--- src/design/capab_pkg.sv ---
// Shared types and constants for the capsule versus box penetration block.
package capab_pkg;

  // Unit length in Q16.16.
  localparam logic [16:0] ONE_Q16 = 17'h10000;
  // Largest depth value that the result can carry.
  localparam logic [30:0] DEPTH_MAX = 31'h7FFF_FFFF;
  // Depth of the queue between the classifier and the solver.
  localparam int unsigned QDEPTH = 2;

  // Axis chosen for an inside push-out.
  typedef enum logic [1:0] {
    AX_X,
    AX_Y,
    AX_Z
  } axis_t;

  // One classified query, as the front hands it to the back.
  typedef struct packed {
    logic               hit;
    logic               interior;
    logic [61:0]        l2;
    logic signed [31:0] dx;
    logic signed [31:0] dy;
    logic signed [31:0] dz;
    logic [30:0]        rad;
    axis_t              ax;
    logic               neg;
    logic [30:0]        dep_in;
  } job_t;

endpackage

--- src/design/capab_fifo.sv ---
// Short queue of classified queries between the front and the back.
module capab_fifo import capab_pkg::*; (
  input  logic clk,
  input  logic rst,
  input  logic push,
  input  job_t wdata,
  input  logic pop,
  output job_t rdata,
  output logic empty,
  output logic full
);

  localparam int unsigned AW = (QDEPTH > 1) ? $clog2(QDEPTH) : 1;

  job_t          mem [QDEPTH];
  logic [AW-1:0] wp, rp;
  logic [AW:0]   cnt;
  logic          do_push, do_pop;

  always_comb begin
    do_push = push && !full;
    do_pop  = pop && !empty;
    empty   = (cnt == '0);
    full    = (cnt == (AW+1)'(QDEPTH));
    rdata   = mem[rp];
  end

  // Storage written at the tail.
  always_ff @(posedge clk) begin
    if (do_push) begin
      mem[wp] <= wdata;
    end
  end

  // Pointers and fill level.
  always_ff @(posedge clk) begin
    if (rst) begin
      wp  <= '0;
      rp  <= '0;
      cnt <= '0;
    end else begin
      if (do_push) begin
        wp <= (wp == AW'(QDEPTH - 1)) ? '0 : wp + 1'b1;
      end
      if (do_pop) begin
        rp <= (rp == AW'(QDEPTH - 1)) ? '0 : rp + 1'b1;
      end
      cnt <= cnt + (AW+1)'(do_push) - (AW+1)'(do_pop);
    end
  end

endmodule

--- config.mk ---
export PLATFORM = sky130hd
export DESIGN_NAME = capab_fifo
export DESIGN_NICKNAME = d
export VERILOG_FILES = /design/src/design/capab_pkg.sv /design/src/design/capab_fifo.sv
export SDC_FILE = /design/constraint.sdc
export NUM_CORES = 1
export LEC_CHECK = 0
export BUFFER_PORTS_ARGS = -buffer_cell sky130_fd_sc_hd__buf_2
export CAP_MARGIN = 0
export CORE_UTILIZATION = 45
export DETAILED_ROUTE_END_ITERATION = 10
export GPL_TIMING_DRIVEN = 0
export PLACE_DENSITY = 0.7
export SYNTH_ARGS = -nofsm -noshare
export SYNTH_HDL_FRONTEND = slang
export SYNTH_SLANG_ARGS = --single-unit
--- constraint.sdc ---
create_clock -name clk -period 8.3 [get_ports clk]
set_input_delay 0 -clock clk [delete_from_list [all_inputs] [get_ports clk]]
set_output_delay 0 -clock clk [all_outputs]
set_load 0.005 [all_outputs]
; Word-level counts from Yosys, hierarchy flattened
; Memory sizes are Yosys's and may differ from the RTL's. A register that Yosys moved wholly into a read port is not among the register bits.
; Cells that the tools add are included.
[totals]
register_bits = 4
latch_bits = 0
ramBits = 450
mem_bits_ro = 0
input_bits = 229
output_inout_bits = 227
word_cells = 20
mem_count = 1
[op_classes]
addsub = 4
n_mul = 0
div = 0
magnitude_cmp = 0
eq_ne = 1
shift = 0
mux = 6
n_bitwise = 0
n_reduce_logical = 5
[memory_table]
columns = memory, words, word_bits, read_ports, rd_clocked_by_memory_dff, write_ports, line
row1 = mem, 2, 225, 1, 1, 1, capab_fifo.sv:15  ; job_t mem [QDEPTH];
[ops]
columns = operator, n
row1 = 1-bit two-way mux, 6
row2 = 1-bit adder (second input constant), 2
row3 = 2-bit by 1-bit adder with 2-bit output, 1
row4 = 2-bit == test (second input constant), 1
row5 = 1-bit logical AND, 2
row6 = 1-bit logical NOT, 2
row7 = 2-bit logical NOT, 1
row8 = 2-bit by 1-bit subtractor with 2-bit output, 1

; Depth between registers and ports, before layout
[depth]
word_depth = 5
mapped_depth = 8
ltp_nobuf = 8

; Worst setup path after synthesis
; No wires, ideal clock.
[synth_timing]
path_type = register to register
start = reg cnt[0]
end = mem mem[1][0] (netlist bit) (enable)
setup_time_ns = 0.615
arrival_ns = 5.667
required_ns = 7.685
slack_ns = 2.018
stages_incl_launch_ff = 3
n_path_buf = 0
period_less_slack_ns = 6.282
cell_sequence = dfxtp_1 -> nand2b_1 -> and3_1
[synth_between]
elab_chain_len = 5
[synth_lines]
columns = element, line
row1 = from (decl), capab_fifo.sv:17  ; logic [AW:0] cnt;
row2 = from (signal assigned), capab_fifo.sv:48  ; cnt <= cnt + (AW+1)'(do_push) - (AW+1)'(do_pop);
row3 = 2-bit == test, capab_fifo.sv:24  ; full = (cnt == (AW+1)'(QDEPTH));
row4 = 1-bit logical NOT, capab_fifo.sv:21  ; do_push = push && !full;
row5 = 1-bit logical AND, capab_fifo.sv:21
row6 = 1-bit two-way mux, capab_fifo.sv:30  ; if (do_push) begin
row7 = 1-bit two-way mux (not written as such), capab_fifo.sv:31  ; mem[wp] <= wdata;
row8 = to (decl), capab_fifo.sv:15
; Every way passes these cells.

; Worst setup path after layout
[layout_timing]
start = reg cnt[0]
end = mem mem[0][135] (netlist bit) (enable)
; Same word-level chain as after synthesis.

==> flow_summary.json <==
{
  "outcome": "complete, no violations",
  "cts_buffers": 47,
  "htree_levels": 2,
  "ys_types": 21,
  "core_mm2": 0.03696,
  "final_cells": 2004,
  "grt_pass1_wl_um": 57440,
  "cellLeakagePower_nw": 9.298,
  "dieArea_mm2": 0.03873,
  "synth_area_leaders": "edfxtp_1, mux2_4, mux2_2",
  "drtIter0Drc": 342,
  "io_buffers": 455,
  "path_clk_slew_ns": 0.06,
  "reg2reg_from": "cnt[0]",
  "path_max_fanout": 120,
  "maxCapViolations": 0,
  "whs_ns": 0.1578,
  "cts-root-buf": "clkbuf_16",
  "ys.flop_type": "edfxtp_1",
  "fin_skew_ns": 0.01033,
  "crit_start": "cnt[0]",
  "cts_buffer_depth": 3,
  "grt_usage_pct": 19.60,
  "gp_congestion": 0.7440,
  "fin_crit_ns": 2.584,
  "antenna_found_initial": 5,
  "initial_core_util_pct": 46.21,
  "cts_setup_buffers": 0,
  "ant_nets": 0,
  "rows": 70,
  "yosysWarnings": 0,
  "yosysSeqAreaShare_pct": 79.71,
  "final_area_mm2": 0.02383,
  "ys_ff_latch": 455,
  "dpl_cell_area_mm2": 0.02011,
  "dr.pass1.iters": 5,
  "arrival_ns": 2.77,
  "final_common_cell": "buf_2",
  "worst_pin_slew_ns": 0.9235,
  "max_freq_mhz": 387.1,
  "report.final.slew_viol_count": 0,
  "synth_top_area_share_pct": 79.13,
  "post-place-ws_ns": 5.628,
  "ir_drop_uv": 222.0,
  "clk_latency_ns": 0.56,
  "startpoint_type": "flop",
  "overflow": 0,
  "ios": 456,
  "slew_headroom_pct": 38.43,
  "finalWirelength_um": 38780,
  "cts.sinks": 455,
  "power_mw": 6.858,
  "layout_common_cells": "buf_2, edfxtp_1, dlygate4sd3_1",
  "hold_class": "in2reg",
  "cp-end-kind": "flop",
  "syn2layout_area_growth_pct": 39.51,
  "synth_nets": 958,
  "fp.dieW_um": 196.8,
  "critPathRequiredTime_ns": 8.48,
  "finalSetupViolCount": 0,
  "dieHeight_um": 196.8,
  "placed_cells": 1690,
  "drive_gt1_share_pct": 51.81,
  "avgSynthCellArea_um2": 23.49,
  "grt_max_degree": 121,
  "min_from": "wdata[214]",
  "drc": 0,
  "syn-cell-area_mm2": 0.01708,
  "fin_crit_sh_pct": 31.13,
  "ys_async_sr_fraction_pct": 0,
  "avgViaCountPerCell": 4.800,
  "finalNetCount": 1695,
  "powerDensity_mw_per_mm2": 287.9,
  "rsz0062_at_grt": "false",
  "hpwl_um": 23540,
  "num_vias": 9619,
  "yosysTopAreaCell": "edfxtp_1",
  "cts_tree": "yes",
  "hold_viol": 0,
  "synth_edf_count": 450,
  "wl_per_cell_um": 19.35,
  "grt_pass1_vias": 10410,
  "netlist_instances": 727,
  "critPathKind": "reg2reg",
  "fin_ws_ns": 5.716
}
[what timing repair did]
action,in CTS,in global routing
gates resized for setup,0,0
hold buffers,229,0
hold endpoints to repair,455,0
[flip-flops by register name (all words and copies together) (netlist names), named ones only]
name	cells
cnt	2
rp	1
mem	450
wp	1
[cells by family after synthesis]
group,after synthesis,share of synthesized area (%)
muxes,225,18.13
DFF,455,79.71
AOI/OAI and AO/OA,3,0.1025
xor gates and xnor gates,2,0.1026
buffers and inverters,29,1.480
and+or+nand+nor,11,0.3224
adders and majority gates,2,0.1465
[synthesized netlist by cell type (2+ instances only)]
master and instances:
ha_1 2, dfxtp_1 5, mux2_2 75, inv_1 4, nor2_1 4, buf_6 18
buf_2 7, edfxtp_1 450, mux2_4 150
[stage by stage]
| step | TNS (ns) | util (%) |
|---|---|---|
| global route | 0 | 64.46 |
| global placement | -236.03 | 54.07 |
| detailed placement | 0 | 54.40 |
| finish | 0 | 64.46 |
| floorplan | 0 | - |
| CTS | 0 | 64.42 |
[final cells by class]
| type | count | area (µm²) |
|---|---|---|
| flip-flops and latches | 455 | 13610 |
| fillers | 2521 | 13140 |
| repair buffers | 688 | 4679 |
| multi-input cells | 243 | 3217 |
| clock buffers | 63 | 1299 |
| well taps | 504 | 630.6 |
| plain buffers | 25 | 237.7 |
| clock inverters | 16 | 111.4 |
| inverters | 4 | 22.52 |
| diodes | 6 | 15.01 |
[final timing paths]
| path | cells past startpoint | end | slack, ns |
|---|---|---|---|
| max reg2reg | 5 | mem[0][135] | 5.72 |
| min reg2reg | 2 | flop | 0.53 |
| max | 5 | mem[0][135] | 5.72 |
| min | 2 | mem[1][214] | 0.16 |
[per-layer routing]
metal  share of wire (%)  track usage [%]  up-vias
met2                  53            35.60      382
met5                   0                0        -
met1                  37            21.41     4792
met3                 7.3            5.493       71
met4                 2.9            8.154        0
li1                    -                -     4374
[worst max-delay path, cell delays in order, from the launching register on]
cell	delay, ns
dfxtp_1	0.37
nand2b_1	0.17
inv_1	0.07
or3_1	0.42
inv_8	0.51
buf_16	0.47
[report_power, final]
part	internal, mW	total [mW]	switching, mW
Sequential	2.93	3.01	0.0798
Combinational	1.01	1.89	0.878
Clock	1.12	1.96	0.835
Total	5.07	6.86	1.79
Note: power is estimated with default switching activity, not from simulation.
